## src/rtl/core/ter_pkg.sv

```systemverilog
// ----------------------------------------------------------------------------
// Trimmed elevation range package
// Shared constants and types for the front end, job queue and selector.
// ----------------------------------------------------------------------------
package ter_pkg;

  localparam int MAX_SAMPLES = 8192;
  localparam int ELEV_BITS   = 32;
  localparam int MAG_W       = ELEV_BITS - 1;
  localparam int ADDR_W      = $clog2(MAX_SAMPLES);
  localparam int CNT_W       = ADDR_W + 1;
  localparam int STRIDE_W    = 12;
  localparam int TAIL_W      = 15;
  localparam int PROD_W      = CNT_W + TAIL_W;
  localparam int BAND_W      = PROD_W - 16;
  localparam int APB_AW      = 4;
  localparam int APB_DW      = 32;

  localparam logic [1:0] REG_STRIDE = 2'd0;
  localparam logic [1:0] REG_TAIL   = 2'd1;
  localparam logic [1:0] REG_GLOW   = 2'd2;
  localparam logic [1:0] REG_GHIGH  = 2'd3;

  typedef struct packed {
    logic              en;
    logic [ADDR_W-1:0] addr;
    logic [MAG_W-1:0]  data;
  } wr_t;

  typedef struct packed {
    logic [CNT_W-1:0] count;
    logic             ovf;
  } job_t;

endpackage

```

## src/rtl/core/ter_job_fifo.sv

```systemverilog
// ----------------------------------------------------------------------------
// Trimmed elevation range job queue
// Two-entry queue of finished frames between front end and selector.
// ----------------------------------------------------------------------------
module ter_job_fifo (
  input  logic          clk_i,
  input  logic          rst_ni,
  input  logic          push_i,
  input  ter_pkg::job_t push_data_i,
  input  logic          pop_i,
  output logic          valid_o,
  output ter_pkg::job_t pop_data_o
);

  ter_pkg::job_t mem_q [2];
  logic          wr_ptr_q, rd_ptr_q;
  logic [1:0]    fill_q;

  assign valid_o    = fill_q != 2'd0;
  assign pop_data_o = mem_q[rd_ptr_q];

  always_ff @(posedge clk_i) begin
    if (push_i) begin
      mem_q[wr_ptr_q] <= push_data_i;
    end
  end

  always_ff @(posedge clk_i or negedge rst_ni) begin
    if (!rst_ni) begin
      wr_ptr_q <= 1'b0;
      rd_ptr_q <= 1'b0;
      fill_q   <= 2'd0;
    end else begin
      if (push_i) begin
        wr_ptr_q <= ~wr_ptr_q;
      end
      if (pop_i && valid_o) begin
        rd_ptr_q <= ~rd_ptr_q;
      end
      fill_q <= fill_q + {1'b0, push_i} - {1'b0, pop_i && valid_o};
    end
  end

endmodule

```

## config.mk

```make
export PLATFORM = sky130hd
export DESIGN_NAME = ter_job_fifo
export DESIGN_NICKNAME = d
export VERILOG_FILES = /design/src/rtl/core/ter_pkg.sv /design/src/rtl/core/ter_job_fifo.sv
export SDC_FILE = /design/constraint.sdc
export NUM_CORES = 1
export LEC_CHECK = 0
export BUFFER_PORTS_ARGS = -buffer_cell sky130_fd_sc_hd__buf_2
export CAP_MARGIN = 10
export CORE_MARGIN = 3
export CORE_UTILIZATION = 54
export DETAILED_ROUTE_END_ITERATION = 6
export HOLD_SLACK_MARGIN = 0.05
export PLACE_DENSITY_LB_ADDON = 0.2
export SYNTH_ARGS = -nofsm -noshare
export SYNTH_HDL_FRONTEND = slang
export SYNTH_SLANG_ARGS = --single-unit
```

## constraint.sdc

```tcl
create_clock -name clk_i -period 2.3 [get_ports clk_i]
set_input_delay 0 -clock clk_i [delete_from_list [all_inputs] [get_ports clk_i]]
set_output_delay 0 -clock clk_i [all_outputs]
set_load 0.05 [all_outputs]
```

* Yosys cells after proc, flatten, opt, wreduce, memory -nomap -nowiden
Memory sizes are Yosys's and may differ from the RTL's. Cells that the tools add are included.
Word-level totals: register bits 4, RAM bits 30, bits of input ports 19, memories 1
Memory list:
- mem_q | words 2, bits a word 15, rd ports 1, clocked after Yosys merged registers in 0, write ports 1, line ter_job_fifo.sv:15 | ter_pkg::job_t mem_q [2];
Cells by class: $add $sub $neg 2, muxes and demuxes 2, bitwise operators 2, reductions and logical operators 2
Operator list (number):
- $add A2 B1 Y2 | 1
- $mux W1 | 2
- $not A1 Y1 | 2
- $reduce_bool A2 Y1 | 1
- $sub A2 B1 Y2 | 1
- $logic_and A1 B1 Y1 | 1

* Longest topological paths before layout
Gate-level depths: netlist (run 1).
word-level depth 3, mapped depth 6, gate-level depth less buffers 6

* Worst setup path after synthesis (run 1)
Ideal clock, no wire load.
kind register to register, start point reg wr_ptr_q, end point mem mem_q[0][0] in the netlist's numbering, enable pin, library setup time 388 ps, arrival time 1095 ps, setup slack 817 ps, cell stages (with the launch flop) 2, buffers on the path 0, clock period less this slack 1483 ps, path through dfrtp_1 > nor2b_1
RTL lines:
- from (decl) | line ter_job_fifo.sv:16 | logic wr_ptr_q, rd_ptr_q;
- from (signal assigned) | line ter_job_fifo.sv:35 | wr_ptr_q <= ~wr_ptr_q;
- to (decl) | line ter_job_fifo.sv:15
Straight into the memory's write port.

==> flow_summary.json, run 1 <==
{
  "status": "completed",
  "clk_pin_slew_ns": 0.09,
  "cpMaxStageDelayCell": "dfrtp_1",
  "ant_nets": 0,
  "synth_top_area_cell": "edfxtp_1",
  "synth_edf_count": 30,
  "relSlewSlack_pct": 45.7,
  "ys.flop_type": "edfxtp_1",
  "slew_viol_final": 0,
  "fmax_mhz": 548,
  "ir_drop_mv": 1.16,
  "fin_crit_ns": 1.82,
  "drtIter0Drc": 15,
  "die_y_um": 55.6,
  "port_buffers": 34,
  "async_reset_ff_share_pct": 11.8,
  "cts_setup_buffers": 0,
  "grt_use_total_pct": 15.7,
  "ys_seq_elements": 34,
  "cts_sinks": 34,
  "drt_wl_total_um": 2090,
  "clockRootBuffer": "clkbuf_4",
  "grt_start_max_net_pins": 17,
  "cts_tree": "yes",
  "yosysTopAreaCellShare_pct": 67.8,
  "worst-path-buf-inv": 1,
  "ys.warnings.count": 0,
  "skew_ns": 0.00416,
  "antenna_found_initial": 0,
  "dr.pass1.iters": 3,
  "grt_pass1_vias": 806,
  "worstSetupPathType": "reg -> out",
  "ctsResizeCount": 0,
  "synthCells": 63,
  "post_drt_wl_per_cell_um": 13.8,
  "power.share.clock_pct": 13.2,
  "cts_max_level": 2,
  "synth_area_mm2": 0.00133,
  "required_ns": 2.30,
  "via_per_inst": 4.78,
  "pwr-share-comb_pct": 43.9,
  "grt_pass1_wl_um": 3540,
  "vias": 726,
  "io_pins": 35,
  "drv_cap": 0,
  "swShare_pct": 41.0,
  "clk_latency_ns": 0.32,
  "switchingPower_uw": 899,
  "grt_overflow": 0,
  "synthTopCellsByCount": "edfxtp_1, mux2_4, mux2_2, dfrtp_1",
  "fin_cells": 152,
  "fin_nets": 144,
  "critPathMaxFanout": 16,
  "worst_slew_pin_slew_ns": 0.814,
  "power.internal_uw": 1290,
  "ys_types": 14,
  "yosysMostFrequentCell": "edfxtp_1",
  "gp_congestion": 0.657,
  "clockBufferDepth": 2,
  "seq_power_share_pct": 42.9,
  "final_hold_viol_count": 0,
  "critPathLaunchType": "flop",
  "rsz0062_at_grt": "no",
  "ys_seq_area_share_pct": 75.3,
  "drc": 0,
  "drive_gt1_share_pct": 46.8,
  "cp_top_family": "flip-flops",
  "dpl.hpwl_um": 1330,
  "cpPeakStageDelay_ns": 0.88,
  "endpoint_kind": "output pin",
  "cts_buffers": 5,
  "fillers": 138,
  "syn_area_per_cell_um2": 21.1,
  "placementRows": 17,
  "core_mm2": 0.00228,
  "worstPathArrival_ns": 1.82,
  "power_density_mw_per_mm2": 1250,
  "dieArea_mm2": 0.00309,
  "finalSetupTns_ns": 0,
  "initial_core_util_pct": 58.4,
  "diodes": 0,
  "timing.final.crit_share_pct": 79.3,
  "syn_to_final_growth_pct": 32.3,
  "synth_area_leaders": "edfxtp_1, mux2_4, dfrtp_1",
  "p_leak_uw": 0.000726,
  "crit_chain": "mux2_2 -> buf_2",
  "mappedNetlistNets": 84,
  "min_path_type": "in -> reg",
  "setup_viol": 0,
  "post-place-cells": 125,
  "die_x_um": 55.6
}
-- cells by family after synthesis --
| logic type | Yosys count | synth area share, % |
|---|---|---|
| AOI/OAI and AO/OA | 1 | 0.565 |
| xor gates and xnor gates | 4 | 2.64 |
| adders and majority gates | 2 | 1.88 |
| buffers and inverters | 4 | 2.92 |
| DFF | 34 | 75.3 |
| muxes | 15 | 15.3 |
| and+or+nand+nor | 3 | 1.41 |
-- per-stage QoR --
stage          utilization, %  hold WS (ns)  total power, µW  instance area, µm²  setup WS (ns)
2_1_floorplan               -        -0.296             1750                1330          0.817
3_3_place_gp             66.7        -0.190             1880                1520          0.816
3_5_place_dp             66.7        -0.190             1900                1520          0.802
4_1_cts                  77.2         0.388             2220                1760          0.435
5_1_grt                  77.2         0.386             2310                1760          0.361
6_report                 77.2         0.404             2190                1760          0.476
-- registers in the layout, indices dropped and copies added, names as in the netlist --
signal / flops
mem_q: 30
rd_ptr_q: 1
wr_ptr_q: 1
fill_q: 2
-- final timing paths --
check | startpoint | end | slack, ns | cells after the start
setup / recovery | rd_ptr_q | pop_data_o[2] | 0.48 | 2
hold / removal | push_data_i[1] | mem_q[1][1] | 0.40 | 2
setup reg to reg | fill_q[1] | fill_q[1] | 0.78 | 6
hold reg to reg | wr_ptr_q | wr_ptr_q | 0.49 | 1
max in group asynchronous | rst_ni | wr_ptr_q | 1.58 | 3
min in group asynchronous | rst_ni | fill_q[1] | 0.55 | 3
-- power by group through the flow --
stage | logic (µW) | registers, µW | clock network, µW
3_5_place_dp | 943 | 957 | 0
5_1_grt | 1020 | 960 | 332
6_report | 963 | 942 | 288
2_1_floorplan | 873 | 880 | 0
4_1_cts | 969 | 944 | 303
3_3_place_gp | 927 | 949 | 0
-- final cells by class --
type / count / area, µm² / share of cell area [%]
repair buffers: 55 / 375 / 21.4
well taps: 28 / 35.0 / 1.99
multi-input cells: 25 / 289 / 16.4
inverters: 2 / 7.51 / 0.427
flip-flops and latches: 34 / 1000 / 56.9
clock buffers: 6 / 41.3 / 2.35
clock inverters: 2 / 8.76 / 0.498
-- worst reg2reg max path, cell delays in order, from the launching register on --
cell and delay (ns):
dfrtp_1 0.42, o21a_1 0.21, ha_1 0.27, inv_1 0.04
ha_1 0.19, xnor2_1 0.18, xnor2_1 0.14
-- per-layer routing --
| metal | global-route usage [%] | routed length, µm | up-vias |
|---|---|---|---|
| met2 | 27.9 | 1100 | 26 |
| met4 | 8.33 | 40 | 0 |
| met3 | 5.57 | 125 | 5 |
| met5 | 0 | 0 | - |
| met1 | 16.0 | 829 | 337 |
| li1 | - | - | 358 |
-- placed cells by master, fill, tap and decap left out, types with 4 or more instances in the layout --
| cell | count |
|---|---|
| mux2_2 | 6 |
| dfrtp_1 | 4 |
| clkbuf_4 | 5 |
| buf_2 | 34 |
| mux2_4 | 9 |
| dlygate4sd3_1 | 19 |
| edfxtp_1 | 30 |
-- timing repair --
| item | 4_1_cts | 5_1_grt |
|---|---|---|
| hold buffers | 19 | 0 |
| endpoints found under the hold margin | 37 | 0 |
| setup endpoints to repair | 0 | 0 |
(Power assumes the default switching activity.)
==> run 2, diff against run 1 <==
--- a/config.mk
+++ b/config.mk
@@ -8,7 +8,7 @@
 export BUFFER_PORTS_ARGS = -buffer_cell sky130_fd_sc_hd__buf_2
 export CAP_MARGIN = 10
 export CORE_MARGIN = 3
-export CORE_UTILIZATION = 54
+export CORE_UTILIZATION = 46
 export DETAILED_ROUTE_END_ITERATION = 6
 export HOLD_SLACK_MARGIN = 0.05
 export PLACE_DENSITY_LB_ADDON = 0.2
==> constraint.sdc (replaced) <==
create_clock -name clk_i -period 1.55 [get_ports clk_i]
set_input_delay 0 -clock clk_i [delete_from_list [all_inputs] [get_ports clk_i]]
set_output_delay 0 -clock clk_i [all_outputs]
set_load 0.05 [all_outputs]
==> flow_summary.json, run 2 (same netlist as run 1, synthesis figures left out) <==
{
  "grt_use_total_pct": 13.8,
  "cts_sinks": 34,
  "r2r_slack_ns": 0.03,
  "final_common_cell": "buf_2",
  "endpoint_kind": "flop",
  "crit_path_end": "fill_q[1]",
  "worst-path-buf-inv": 1,
  "power.internal_uw": 2080,
  "dr.pass1.iters": 4,
  "p_leak_uw": 0.000763,
  "status": "completed",
  "cts_tree": "yes",
  "vias": 771,
  "grt_overflow": 0,
  "crit_start": "fill_q[1]",
  "worstSetupPathType": "reg -> reg",
  "fin_crit_ns": 1.52,
  "core_mm2": 0.00261,
  "fin_cells": 160,
  "clk_pin_slew_ns": 0.10,
  "final_cell_area_mm2": 0.00183,
  "max_flop_register": "mem_q",
  "gp_congestion": 0.596,
  "drtIter0Drc": 9,
  "skew_ns": 0.00986,
  "setup_viol": 0,
  "min_path_type": "in -> reg",
  "seq_power_share_pct": 37.9,
  "power.share.clock_pct": 13.8,
  "post_drt_wl_per_cell_um": 13.4,
  "dieArea_mm2": 0.00357,
  "cp.depth": 6,
  "grt_start_max_net_pins": 14,
  "clockRootBuffer": "clkbuf_4",
  "io_pins": 35,
  "placementRows": 18,
  "cpMaxStageDelayCell": "dfrtp_1",
  "grt_pass1_wl_um": 3460,
  "dpl.hpwl_um": 1450,
  "drt_wl_total_um": 2150,
  "crit_chain": "o21a_1 -> ha_1 -> inv_1 -> ha_2 -> xnor2_2 -> xnor2_1",
  "drc": 0,
  "die_x_um": 59.7,
  "cts_max_level": 2,
  "relSlewSlack_pct": 80.7,
  "reg_top3": "mem_q: 30 flops, fill_q: 2 flops",
  "antenna_found_initial": 0,
  "syn_to_final_growth_pct": 37.6,
  "final_hold_viol_count": 0,
  "reg2reg_to": "fill_q[1]",
  "rsz0062_at_grt": "yes",
  "reg2reg_depth": 6,
  "worstPathArrival_ns": 1.75,
  "cts_buffers": 5,
  "clockBufferDepth": 2,
  "clk_latency_ns": 0.32,
  "fmax_mhz": 657,
  "cpPeakStageDelay_ns": 0.42,
  "worst_slew_pin_slew_ns": 0.289,
  "most-common-layout-cells": "buf_2, edfxtp_1, dlygate4sd3_1",
  "critPathLaunchType": "flop",
  "drv_cap": 0,
  "required_ns": 1.78,
  "pwr-share-comb_pct": 48.2,
  "drive_gt1_share_pct": 50.8,
  "via_per_inst": 4.82,
  "power_density_mw_per_mm2": 1880,
  "largest_reg_flops": 30,
  "diodes": 0,
  "post-place-cells": 129,
  "swShare_pct": 39.6,
  "fin_nets": 150,
  "die_y_um": 59.7,
  "ant_nets": 0,
  "r2r-start": "fill_q[1]",
  "switchingPower_uw": 1360,
  "ir_drop_mv": 1.38,
  "grt_pass1_vias": 825,
  "pre_cts_ws_ns": 0.0418,
  "slew_viol_final": 0,
  "timing.final.crit_share_pct": 98.2,
  "placed_area_mm2": 0.00154,
  "fin_ws_ns": 0.0280,
  "critPathMaxFanout": 3,
  "cp_top_family": "adder cells",
  "port_buffers": 34,
  "initial_core_util_pct": 50.9
}
run 2: changes by cell type in the layout (fill, tap and decap cells not counted):
| cell | before | now |
|---|---|---|
| ha_1 | 2 | 1 |
| clkbuf_1 | 1 | 2 |
| buf_6 | 0 | 1 |
| buf_4 | 2 | 7 |
| ha_2 | 0 | 1 |
| xnor2_1 | 2 | 1 |
| clkbuf_8 | 0 | 1 |
| clkinv_1 | 1 | 0 |
| xnor2_2 | 0 | 1 |
| clkinv_2 | 1 | 0 |
run 2: routing by layer:
metal / wire (µm) / track usage, %
met1: 802 / 13.3
met2: 1180 / 25.2
met3: 119 / 4.54
met4: 45 / 7.59
met5: 0 / 0
run 2: final cells by class:
cell class	count	area, µm²
fill	183	785
sequential	34	1000
inverter	2	7.51
tap	30	37.5
timing repair buffer	61	424
clock buffer	8	58.8
multi-input combinational	25	299
run 2: per-stage QoR:
step           total power (µW)  hold slack (ns)  TNS [ns]  utilization [%]
2_1_floorplan              2600           -0.296         0                -
3_5_place_dp               2860           -0.190         0             58.8
6_report                   3450            0.399         0             70.0
3_3_place_gp               2820           -0.191         0             58.8
5_1_grt                    3620            0.388   -0.0363             70.0
4_1_cts                    3390            0.381         0             68.3
run 2: timing repair:
action,CTS,global route
hold buffers,19,0
setup buffers,0,4
resized for setup,0,3
endpoints found under the setup margin,0,4
hold endpoints to repair,37,0
run 2: worst min path at each step:
stage / startpoint / endpoint / slack, ns / cells after the start
2_1_floorplan: rst_ni / fill_q[0] / -0.30 / 0
3_3_place_gp: rst_ni / fill_q[0] / -0.19 / 1
3_5_place_dp: rst_ni / fill_q[1] / -0.19 / 1
4_1_cts: push_data_i[11] / mem_q[0][11] / 0.38 / 2
5_1_grt: push_data_i[4] / mem_q[1][4] / 0.39 / 2
6_report: push_data_i[6] / mem_q[1][6] / 0.40 / 2
run 2: power by group through the flow:
stage	clock (µW)	sequential [µW]	combinational [µW]
finish	477	1310	1660
global route	537	1330	1750
CTS	504	1300	1580
detailed placement	0	1320	1540
global placement	0	1310	1510
floorplan	0	1310	1300
