File: config.mk
export PLATFORM = sky130hd
export DESIGN_NAME = ter_front
export DESIGN_NICKNAME = d
export VERILOG_FILES = /design/src/rtl/core/ter_pkg.sv /design/src/rtl/core/ter_front.sv
export SDC_FILE = /design/constraint.sdc
export NUM_CORES = 1
export LEC_CHECK = 0
export ABC_AREA = 1
export BUFFER_PORTS_ARGS = -buffer_cell sky130_fd_sc_hd__clkbuf_2
export CORE_MARGIN = 2
export CORE_UTILIZATION = 54
export CTS_CLUSTER_DIAMETER = 60
export DETAILED_ROUTE_END_ITERATION = 7
export HOLD_SLACK_MARGIN = 0.02
export PLACE_DENSITY = 0.93
export SYNTH_ARGS = -nofsm -noshare
export SYNTH_HDL_FRONTEND = slang
export SYNTH_SLANG_ARGS = --single-unit
File: constraint.sdc
create_clock -name clk_i -period 2.6 [get_ports clk_i]
set_input_delay 0.39 -clock clk_i [delete_from_list [all_inputs] [get_ports clk_i]]
set_output_delay 0.39 -clock clk_i [all_outputs]
set_load 0.005 [all_outputs]
File: src/rtl/core/ter_pkg.sv
// ----------------------------------------------------------------------------
// Trimmed elevation range package
// Shared constants and types for the front end, job queue and selector.
// ----------------------------------------------------------------------------
package ter_pkg;

  localparam int MAX_SAMPLES = 8192;
  localparam int ELEV_BITS   = 32;
  localparam int MAG_W       = ELEV_BITS - 1;
  localparam int ADDR_W      = $clog2(MAX_SAMPLES);
  localparam int CNT_W       = ADDR_W + 1;
  localparam int STRIDE_W    = 12;
  localparam int TAIL_W      = 15;
  localparam int PROD_W      = CNT_W + TAIL_W;
  localparam int BAND_W      = PROD_W - 16;
  localparam int APB_AW      = 4;
  localparam int APB_DW      = 32;

  localparam logic [1:0] REG_STRIDE = 2'd0;
  localparam logic [1:0] REG_TAIL   = 2'd1;
  localparam logic [1:0] REG_GLOW   = 2'd2;
  localparam logic [1:0] REG_GHIGH  = 2'd3;

  typedef struct packed {
    logic              en;
    logic [ADDR_W-1:0] addr;
    logic [MAG_W-1:0]  data;
  } wr_t;

  typedef struct packed {
    logic [CNT_W-1:0] count;
    logic             ovf;
  } job_t;

endpackage

File: src/rtl/core/ter_front.sv
// ----------------------------------------------------------------------------
// Trimmed elevation range front end
// Tracks row and column phase, keeps positive samples and posts frame jobs.
// ----------------------------------------------------------------------------
module ter_front (
  input  logic                          clk_i,
  input  logic                          rst_ni,
  input  logic                          fire_i,
  input  logic [ter_pkg::ELEV_BITS-1:0] elevation_i,
  input  logic                          end_of_row_i,
  input  logic                          end_of_frame_i,
  input  logic [ter_pkg::STRIDE_W-1:0]  stride_i,
  output ter_pkg::wr_t                  wr_o,
  output logic                          job_push_o,
  output ter_pkg::job_t                 job_o
);

  logic [ter_pkg::STRIDE_W-1:0] col_q, col_d, row_q, row_d, stride_eff;
  logic [ter_pkg::CNT_W-1:0]    count_q, count_d;
  logic                         ovf_q, ovf_d;
  logic                         sample, room;

  function automatic logic [ter_pkg::STRIDE_W-1:0] next_phase(
    input logic [ter_pkg::STRIDE_W-1:0] phase,
    input logic [ter_pkg::STRIDE_W-1:0] stride
  );
    logic [ter_pkg::STRIDE_W:0] p1;
    p1 = {1'b0, phase} + 1'b1;
    return (p1 >= {1'b0, stride}) ? '0 : p1[ter_pkg::STRIDE_W-1:0];
  endfunction

  assign stride_eff = (stride_i == '0) ? ter_pkg::STRIDE_W'(1) : stride_i;
  assign sample = fire_i && (row_q == '0) && (col_q == '0) &&
                  !elevation_i[ter_pkg::ELEV_BITS-1] && (elevation_i != '0);
  assign room   = count_q < ter_pkg::CNT_W'(ter_pkg::MAX_SAMPLES);

  assign wr_o.en   = sample && room;
  assign wr_o.addr = count_q[ter_pkg::ADDR_W-1:0];
  assign wr_o.data = elevation_i[ter_pkg::MAG_W-1:0];

  always_comb begin
    count_d = (sample && room) ? count_q + 1'b1 : count_q;
    ovf_d   = ovf_q | (sample & ~room);
    col_d   = col_q;
    row_d   = row_q;
    if (fire_i) begin
      if (end_of_row_i || end_of_frame_i) begin
        col_d = '0;
        row_d = next_phase(row_q, stride_eff);
      end else begin
        col_d = next_phase(col_q, stride_eff);
      end
    end
  end

  assign job_push_o  = fire_i && end_of_frame_i;
  assign job_o.count = count_d;
  assign job_o.ovf   = ovf_d;

  always_ff @(posedge clk_i or negedge rst_ni) begin
    if (!rst_ni) begin
      col_q   <= '0;
      row_q   <= '0;
      count_q <= '0;
      ovf_q   <= 1'b0;
    end else if (job_push_o) begin
      col_q   <= '0;
      row_q   <= '0;
      count_q <= '0;
      ovf_q   <= 1'b0;
    end else begin
      col_q   <= col_d;
      row_q   <= row_d;
      count_q <= count_d;
      ovf_q   <= ovf_d;
    end
  end

endmodule

; ---- Yosys cells after proc, flatten, opt, wreduce, memory -nomap -nowiden
; Index checks and enable logic that the tools add are counted.
[totals]
register_bits = 39
latchBits = 0
ram_bits = 0
rom_bits = 0
input_bits = 49
elab_cells = 40
memories = 0
[op_classes]
add_sub_neg = 3
n_mul = 0
div_mod_pow = 0
magnitude_cmp = 3
eq_ne = 0
shifts = 0
muxes = 12
n_bitwise = 3
n_reduce_logical = 15
[op_table]
columns = operator, count
row1 = 12-bit 2-to-1 mux, 9
row2 = 12-bit zero test, 3
row3 = 32-bit nonzero test, 1
row4 = 14-bit 2-to-1 mux, 2
row5 = "12-bit by 1-bit adder with 13-bit output, second input constant", 2
row6 = 13-bit by 12-bit greater-or-equal comparator with 1-bit output, 2
row7 = "14-bit by 1-bit adder with 14-bit output, second input constant", 1
row8 = "14-bit less-than comparator, second input constant", 1
row9 = 1-bit logical AND, 6
row10 = 2-bit nonzero test, 2
row11 = 2-bit AND reduction, 1
row12 = 1-bit AND, 1
row13 = 1-bit zero test, 1
row14 = 1-bit logical OR, 1
row15 = 1-bit 2-to-1 mux, 1
row16 = 1-bit NOT, 1
row17 = 1-bit OR, 1

; ---- Depth between registers and ports, before layout
; Gate-level depths: netlist of run 1.
[logic_depth]
depth_word = 8
depth_mapped = 16
ltp_nobuf = 15

; ---- Worst setup path after synthesis of run 1
; No wires, ideal clock.
[synth_timing]
path_kind = register -> register
startpoint = reg col_q[0] (netlist bit)
endpoint = reg col_q[10] (netlist bit)
setup_ps = 117
t_arrival_ps = 2190
slack_ps = 293
stages_incl_launch_ff = 16
path_buffers = 1
period_less_slack_ps = 2307
path_cell_list = dfrtp_1 -> ha_1 -> nand3_1 -> nor2_2 -> nand3_1 -> xor2_1 -> inv_1 -> ha_1 -> nand3_1 -> nor2_1 -> nand4_1 -> o211ai_1 -> nand2_1 -> buf_2 -> nand3_1 -> nand2_1
[synth_via]
elab_chain_len = 6
[synth_rtl]
columns = element, line
row1 = start: declaration, ter_front.sv:18  ; logic [ter_pkg::STRIDE_W-1:0] col_q, col_d, row_q, row_d, stride_eff;
row2 = start signal: assignment, ter_front.sv:72  ; col_q <= col_d;
row3 = 12-bit by 1-bit adder with 13-bit output *, ter_front.sv:28  ; p1 = {1'b0, phase} + 1'b1;
row4 = 13-bit by 12-bit greater-or-equal comparator with 1-bit output, ter_front.sv:29  ; return (p1 >= {1'b0, stride}) ? '0 : p1[ter_pkg::STRIDE_W-1:0];
row5 = 12-bit 2-to-1 mux *, ter_front.sv:29
row6 = 12-bit 2-to-1 mux *, ter_front.sv:47  ; if (end_of_row_i || end_of_frame_i) begin
row7 = 12-bit 2-to-1 mux *, ter_front.sv:46  ; if (fire_i) begin
row8 = 12-bit 2-to-1 mux *, ter_front.sv:66  ; end else if (job_push_o) begin
; Mark *: on every way between the ends. The rest lies on a longest branch, timed or not. The select of a mux whose other input is x is not followed.
; A chain may end at the register's enable or synchronous reset.

; ---- Final worst setup path of run 1
[layout_timing]
startpoint = reg col_q[1] (netlist bit)
endpoint = reg col_q[11] (netlist bit)
; Same word-level chain as after synthesis.

==> results of run 1 <==
[final timing paths]
kind,endpoint,cells after the start,slack [ns],startpoint
worst max-delay path,col_q[11],12,0.05,col_q[1]
worst min-delay path,ovf_q,1,0.23,rst_ni
worst max register to register,col_q[11],12,0.05,col_q[1]
worst min register to register,ovf_q,2,0.52,ovf_q
max in group asynchronous,row_q[2],1,1.69,rst_ni
min in group clk_i,ovf_q,2,0.52,ovf_q
[power by group]
part,internal [W],leakage [nW],switching (W)
Clock,0.000188,0.0412,0.000231
Sequential,0.000643,0.527,0.0000514
Combinational,0.000211,1.97,0.000281
[per-layer routing]
layer	GRT usage, %	part of all wire [%]
met5	0	0
met4	9.642	3.0
met3	3.638	9.0
met2	50.38	50
met1	32.55	38
[per-stage QoR]
| stage | setup TNS (ns) | std cells | cell area, µm² | hold slack (ns) | utilization [%] |
|---|---|---|---|---|---|
| detailed placement | -0.6249 | 750 | 4188 | 0.5113 | 60.97 |
| global route | -1.581 | 767 | 4507 | 0.3171 | 65.61 |
| CTS | 0 | 760 | 4309 | 0.2654 | 62.73 |
| global placement | 0 | 750 | 4188 | 0.5102 | 60.97 |
| floorplan | 0 | 595 | 3864 | 0.09441 | - |
| finish | 0 | 767 | 4507 | 0.2330 | 65.61 |
[worst max-delay path: cells and delay by family (launching register included)]
kind                       cells  cell delay [ns]
xor gates and xnor gates       1             0.30
adders and majority gates      1             0.30
buffers and inverters          2             0.20
DFF                            1             0.40
and+or+nand+nor                8             1.24
[cell families (layout without fill, tap and decap cells)]
group | after synthesis | after routing | synth area share, %
buffers and inverters | 140 | 215 | 18.26
AO/OA/AOI/OAI | 55 | 55 | 7.739
AND/OR/NAND/NOR | 313 | 314 | 35.04
flip-flops | 39 | 39 | 25.26
adder cells (fa/ha/maj) | 29 | 29 | 9.391
XOR/XNOR | 19 | 19 | 4.307
[area by class of cell]
class                   count  area, µm²
inverters                  83      314.1
fillers                   586       2362
flip-flops and latches     39      980.9
multi-input cells         417       2333
clock buffers               6      72.57
clock inverters             2      12.51
repair buffers            124      673.1
well taps                  96      120.1
[synthesized netlist by cell type]
cell	instances
buf_2	3
nor2_1	93
nor3_4	1
clkbuf_1	8
nand3b_1	3
o21ai_0	35
nor4_1	3
clkinv_1	1
nand3_4	1
a21oi_1	11
dfrtp_1	39
a31oi_1	2
a41o_1	1
o21bai_1	2
nor3_1	7
nor2_2	3
o21a_1	1
o211ai_1	2
buf_4	45
ha_1	29
buf_6	1
a21oi_2	1
nand2_1	139
inv_1	82
nand4_1	28
nand3_1	32
xnor2_1	1
xor2_1	18
and2_1	3
[sequential cells by signal (all words and copies together), names as in the netlist]
register and flops:
count_q 14, col_q 12, row_q 12, ovf_q 1
[repair_timing]
item / 4_1_cts / 5_1_grt
setup endpoints to repair: 21 / 36
resized for setup: 5 / 49
buffers inserted: 2 / 6
gates cloned: 0 / 1
pin swaps: 2 / 14
==> metrics.md, run 1 <==
| Metric | Value |
|---|---|
| Setup violators final | `0` |
| Leak pwr | `2.536 nW` |
| Largest fanout on the critical path | `6` |
| Largest cells by area after synthesis | `dfrtp_1, nand2_1, ha_1` |
| Worst path cell trace | `buf_6, nand3_1, nor2_1, nand4_1, xor2_1, inv_1, ha_1, nand2_1, nor2_1, nand2_2, nand3_1, nand2_1` |
| Arrival time reported for the critical path endpoint | `around 2.7 ns` |
| Total wire length after detailed routing | `approximately 11000 µm` |
| Initial core utilization | `between 50% and 60%` |
| Final count of hold timing violations | `0` |
| Worst hold path type | `in2async` |
| Clock transition at the registers of the reported paths | `approximately 0.08 ns` |
| Clock network latency to the later pin of the worst-skew pair | `~0.30 ns` |
| Hold buffer count at cts | `0` |
| Result of the run | `finished clean` |
| Critical path type | `reg2reg` |
| Maximum number of pins on one net before global-route repair | `40` |
| Final HPWL from detailed placement | `8168 µm` |
| TritonCTS buffer count | `5` |
| Total global routing track utilization | `a little over a quarter` |
| Cell at the slowest stage of the critical path | `dfrtp_1` |
| Count of pins over their slew limit | `0` |
| Core region area | `between 6000 and 7000 µm²` |
| Remaining Overflow, GRT | `0` |
| First-pass GRT wire length | `around 17000 µm` |
| Number of iterations in the first detailed-routing pass | `5` |
| Mapped cell area | `about 3900 µm²` |
| Most common cell after layout, fill and taps aside | `nand2_1` |
| Critical Path Sink Type | `flop` |
| Placement row count | `30` |
| Worst-case setup margin in the final layout | `0.05143 ns` |
| Final critical-path required period | `roughly 2.5 ns` |
| Clock tree from TritonCTS | `built` |
| Clock skew | `around 0.011 ns` |
| Die footprint | `approximately 7800 µm²` |
| Via/cell ratio | `between 5 and 6` |
| Area Growth Syn to Fin | `16.65%` |
| Data required, critical path | `about 2.8 ns` |
| DRC violation count after routing | `0` |
| Number of diodes | `0` |
| Post-synthesis cell type count | `29` |
| Measured slew at the worst slew-check pin | `approximately 0.99 ns` |
| Post-synth top area cell | `dfrtp_1` |
| Max Root-Sink Buffers | `2` |
| Count of routing violations after the opening detailed-route iteration | `a little over 300` |
| Ratio of cells with drive above 1 in the final layout | `25.34%` |
| Part of the Yosys area used for sequential elements | `between 20 and 30%` |
| Via count of the first global-routing pass | `~3800` |
| Net count of the mapped netlist | `~670` |
| Average cell area after synthesis | `6.494 µm²` |
| Initial antenna violation count | `0` |
| Share of the synthesized area in the top cell type | `25.26%` |
| Post-DR wirelength/cell | `around 14 µm` |
| Number of sinks on the clock net | `39` |
| Number of levels in the clock H-tree | `2` |
| FMAX | `about 400 MHz` |
| Most frequent cells in the layout | `nand2_1, clkbuf_2, nor2_1, inv_1, dfrtp_1` |
| Count of antenna-violating nets left after detailed routing | `0` |
| Worst relative slew slack | `roughly a third` |
| Delay of the slowest critical-path stage | `0.40 ns` |
| Warning count from the yosys run | `0` |
| Die Wd | `roughly 90 µm` |
| Die Ht | `around 90 µm` |
| Vias post-DR | `around 4200` |
| Highest ir drop seen on vdd | `approximately 0.00027 V` |
| Number of maximum-capacitance constraint violations | `0` |
| Category of the worst setup path launch point | `flop` |
| Final worst path period share | `about 100%` |
| Library cell used as clock root buffer | `clkbuf_8` |
| Setup repair after global routing missed its margin | `yes` |
| Top-level I/O count | `110` |
| Final net count | `~750` |
| Power Total | `between 0.0015 and 0.002 W` |
| Flops & latches, synth | `39` |
| Dpl ws | `-0.07994 ns` |
| Power per cell area | `~360 nW/µm²` |
| Number of cells produced by synthesis | `595` |
| GPL Wtd Cong | `0.9413` |
| Number of buffer cells added on primary ports | `109` |
Power figures use the tool's default switching activity.
==> run 2: changes to the inputs <==
==> constraint.sdc (replaced) <==
create_clock -name clk_i -period 2.6 [get_ports clk_i]
set_input_delay 0.52 -clock clk_i [delete_from_list [all_inputs] [get_ports clk_i]]
set_output_delay 0.52 -clock clk_i [all_outputs]
set_load 0.005 [all_outputs]
==> run 2 against run 1 <==
  * Sequential share of layout area shrank 0.87 points
  * Wire length grew 2.3%
  * Count of clock-buffer cells in the layout shrank 1
  * Highest routed layer unchanged
  * Register-to-register slack lost 0.05 ns
  * Critical path type unchanged
  * Largest cell class unchanged
  * Combinational power grew 9.1%
  * Flip-flop and latch count is the same
  * Cell area grew 5.1%
  * Largest power group unchanged
==> metrics.md, run 2 (synthesis results as in run 1) <==
| Metric | Value |
|---|---|
| Highest ir drop seen on vdd | `0.0002413 V (-11%)` |
| Number of fill cells | `553 (-5.6%)` |
| Critical path type | `reg2reg` |
| Remaining Overflow, GRT | `0 (unchanged)` |
| Number of diodes | `0 (unchanged)` |
| Die Wd | `88.59 µm (unchanged)` |
| Number of buffer cells added on primary ports | `109 (unchanged)` |
| Die Ht | `88.59 µm (unchanged)` |
| Worst relative slew slack | `33.78% (-0.33 points)` |
| Flip-flop count of the largest register after layout | `14 (unchanged)` |
| Power Total | `0.001756 W (+9.4%)` |
| Combined buffer and inverter count along the critical path | `2 (unchanged)` |
| Delay of the slowest critical-path stage | `0.41 ns (about the same)` |
| Top-level I/O count | `110 (unchanged)` |
| Count of antenna-violating nets left after detailed routing | `0 (unchanged)` |
| Power per cell area | `370.8 nW/µm² (+4.1%)` |
| Largest fanout on the critical path | `4 (-2)` |
| Leading registers by flop count | `count_q x14, col_q x12, row_q x12` |
| Total wire length after detailed routing | `11150 µm (+2.3%)` |
| Clk network pwr share | `29.8% (+3.7 points)` |
| DRC violation count after routing | `0 (unchanged)` |
| Family of cells with the greatest summed delay on the critical path | `simple AND/OR/NAND/NOR gates` |
| Final worst path period share | `99.83% (+1.8 points)` |
| Critical Path Stages | `13 (+1)` |
| Number of levels in the clock H-tree | `2 (unchanged)` |
| Post-DR wirelength/cell | `14.39 µm (+1.2%)` |
| Combinational share of power | `30.6% (about the same)` |
| Arrival time reported for the critical path endpoint | `2.81 ns (+0.07 ns)` |
| Leak pwr | `2.611 nW (+2.9%)` |
| Reported net switching power | `0.0005939 W (+5.4%)` |
| Switch share | `33.82% (-1.3 points)` |
| Dpl ws | `-0.1411 ns (-0.06117 ns)` |
| First-pass GRT wire length | `17080 µm (+0.24%)` |
| Area occupied by registers | `989.7 µm² (+0.89%)` |
| FMAX | `385.3 MHz (-1.8%)` |
| Area Growth Syn to Fin | `22.57%` |
| Category of the worst setup path launch point | `flop` |
| Worst-case setup margin in the final layout | `0.004482 ns (-0.04695 ns)` |
| Count of pins over their slew limit | `0 (unchanged)` |
| Register with the most flip-flops | `count_q` |
| Worst path cell trace | `buf_4, ha_1, nand3_2, nor2_2, xor2_1, ha_1, a21oi_1, o21a_1, nand2_1, nand2_1, nand3_1, buf_4, o21ai_0` |
| Worst hold path type | `in2async` |
| Measured slew at the worst slew-check pin | `0.9933 ns (+0.004978 ns)` |
| Depth of the most critical reg-to-reg path | `13 (+1)` |
| Clock transition at the registers of the reported paths | `0.09 ns (about the same)` |
| Final sum of negative setup slack | `0 ns (unchanged)` |
| Setup violators final | `0 (unchanged)` |
| Setup repair after global routing missed its margin | `yes` |
| Die footprint | `7847 µm² (unchanged)` |
| Clock tree from TritonCTS | `built` |
| Most frequent cells in the layout | `nand2_1, clkbuf_2, nor2_1, inv_1, o21ai_0` |
| GPL Wtd Cong | `0.9420 (about the same)` |
| Final count of hold timing violations | `0 (unchanged)` |
| Initial antenna violation count | `0 (unchanged)` |
| Via/cell ratio | `5.463 (-0.35%)` |
| Ratio of cells with drive above 1 in the final layout | `30.78% (+5.4 points)` |
| Clock network latency to the later pin of the worst-skew pair | `0.30 ns (about the same)` |
| Hold buffer count at cts | `0 (unchanged)` |
| TritonCTS buffer count | `5 (unchanged)` |
| Max Root-Sink Buffers | `2 (unchanged)` |
| Clock skew | `0.01222 ns (+0.001460 ns)` |
| Part of the power in registers | `39.6% (-3.7 points)` |
| Number of sinks on the clock net | `39 (unchanged)` |
| Initial core utilization | `56.25% (unchanged)` |
| Library cell used as clock root buffer | `clkbuf_8` |
| Number of iterations in the first detailed-routing pass | `5 (unchanged)` |
| Internal power | `0.001162 W (+12%)` |
| Result of the run | `finished clean` |
| Final HPWL from detailed placement | `8220 µm (+0.63%)` |
| Cell at the slowest stage of the critical path | `dfrtp_1` |
| Final net count | `756 (+1.1%)` |
| Number of maximum-capacitance constraint violations | `0 (unchanged)` |
| Maximum number of pins on one net before global-route repair | `40 (unchanged)` |
| Vias post-DR | `4234 (+0.69%)` |
| Most common cell after layout, fill and taps aside | `nand2_1` |
| Critical Path Sink Type | `flop` |
| Placement row count | `30 (unchanged)` |
| Final core occ | `68.94% (+3.3 points)` |
| Core region area | `6869 µm² (unchanged)` |
| Data required, critical path | `2.81 ns (+0.02 ns)` |
| Final critical-path required period | `2.596 ns (+0.04695 ns)` |
| Via count of the first global-routing pass | `3912 (+4.0%)` |
| Footprint of the multi-input gates | `2442 µm² (+4.7%)` |
| Count of routing violations after the opening detailed-route iteration | `384 (+23%)` |
| Total global routing track utilization | `27.42% (about the same)` |
==> run 2: per-stage QoR <==
step / cells / hold WS, ns / instance area, µm²
after detailed placement: 751 / 0.5336 / 4208
final: 775 / 0.3637 / 4736
after CTS: 763 / 0.3988 / 4369
after floorplan: 595 / 0.2244 / 3864
after global placement: 751 / 0.5101 / 4208
after global routing: 775 / 0.4429 / 4736
==> run 2: layer usage <==
layer / up-vias / share of wire, % / GRT usage [%]
li1: 2026 / - / -
met1: 1907 / 38 / 32.00
met2: 262 / 51 / 50.24
met3: 39 / 8.2 / 4.011
met4: 0 / 2.7 / 10.88
met5: - / 0 / 0
==> run 2: area by class of cell <==
| type | count | area share, % |
|---|---|---|
| Multi-Input combinational cell | 417 | 51.57 |
| Sequential cell | 39 | 20.90 |
| Timing Repair Buffer | 132 | 16.04 |
| Inverter | 83 | 6.579 |
| Tap cell | 96 | 2.536 |
| Clock buffer | 5 | 1.453 |
| Clock inverter | 3 | 0.9247 |
==> run 2: worst paths after layout <==
path / startpoint / slack, ns / endpoint
setup / recovery: row_q[0] / 0.004 / row_q[8]
hold / removal: rst_ni / 0.36 / count_q[9]
max in group asynchronous: rst_ni / 1.55 / row_q[3]
hold reg to reg: ovf_q / 0.55 / ovf_q
min in group clk_i: ovf_q / 0.55 / ovf_q
setup reg to reg: row_q[0] / 0.004 / row_q[8]
==> run 2: timing repair <==
| action | in CTS | in global routing |
|---|---|---|
| setup endpoints to repair | 23 | 38 |
| resized for setup | 6 | 78 |
| buffers inserted | 4 | 10 |
| cloned | 0 | 2 |
| pin swaps | 2 | 24 |
==> run 2: power by group through the flow <==
stage               clock network [W]  logic (W)  registers [W]
floorplan                           0   0.000311       0.000691
global placement                    0   0.000427       0.000702
detailed placement                  0   0.000445       0.000705
CTS                          0.000522   0.000462       0.000691
global route                 0.000561   0.000604       0.000702
finish                       0.000523   0.000537       0.000696
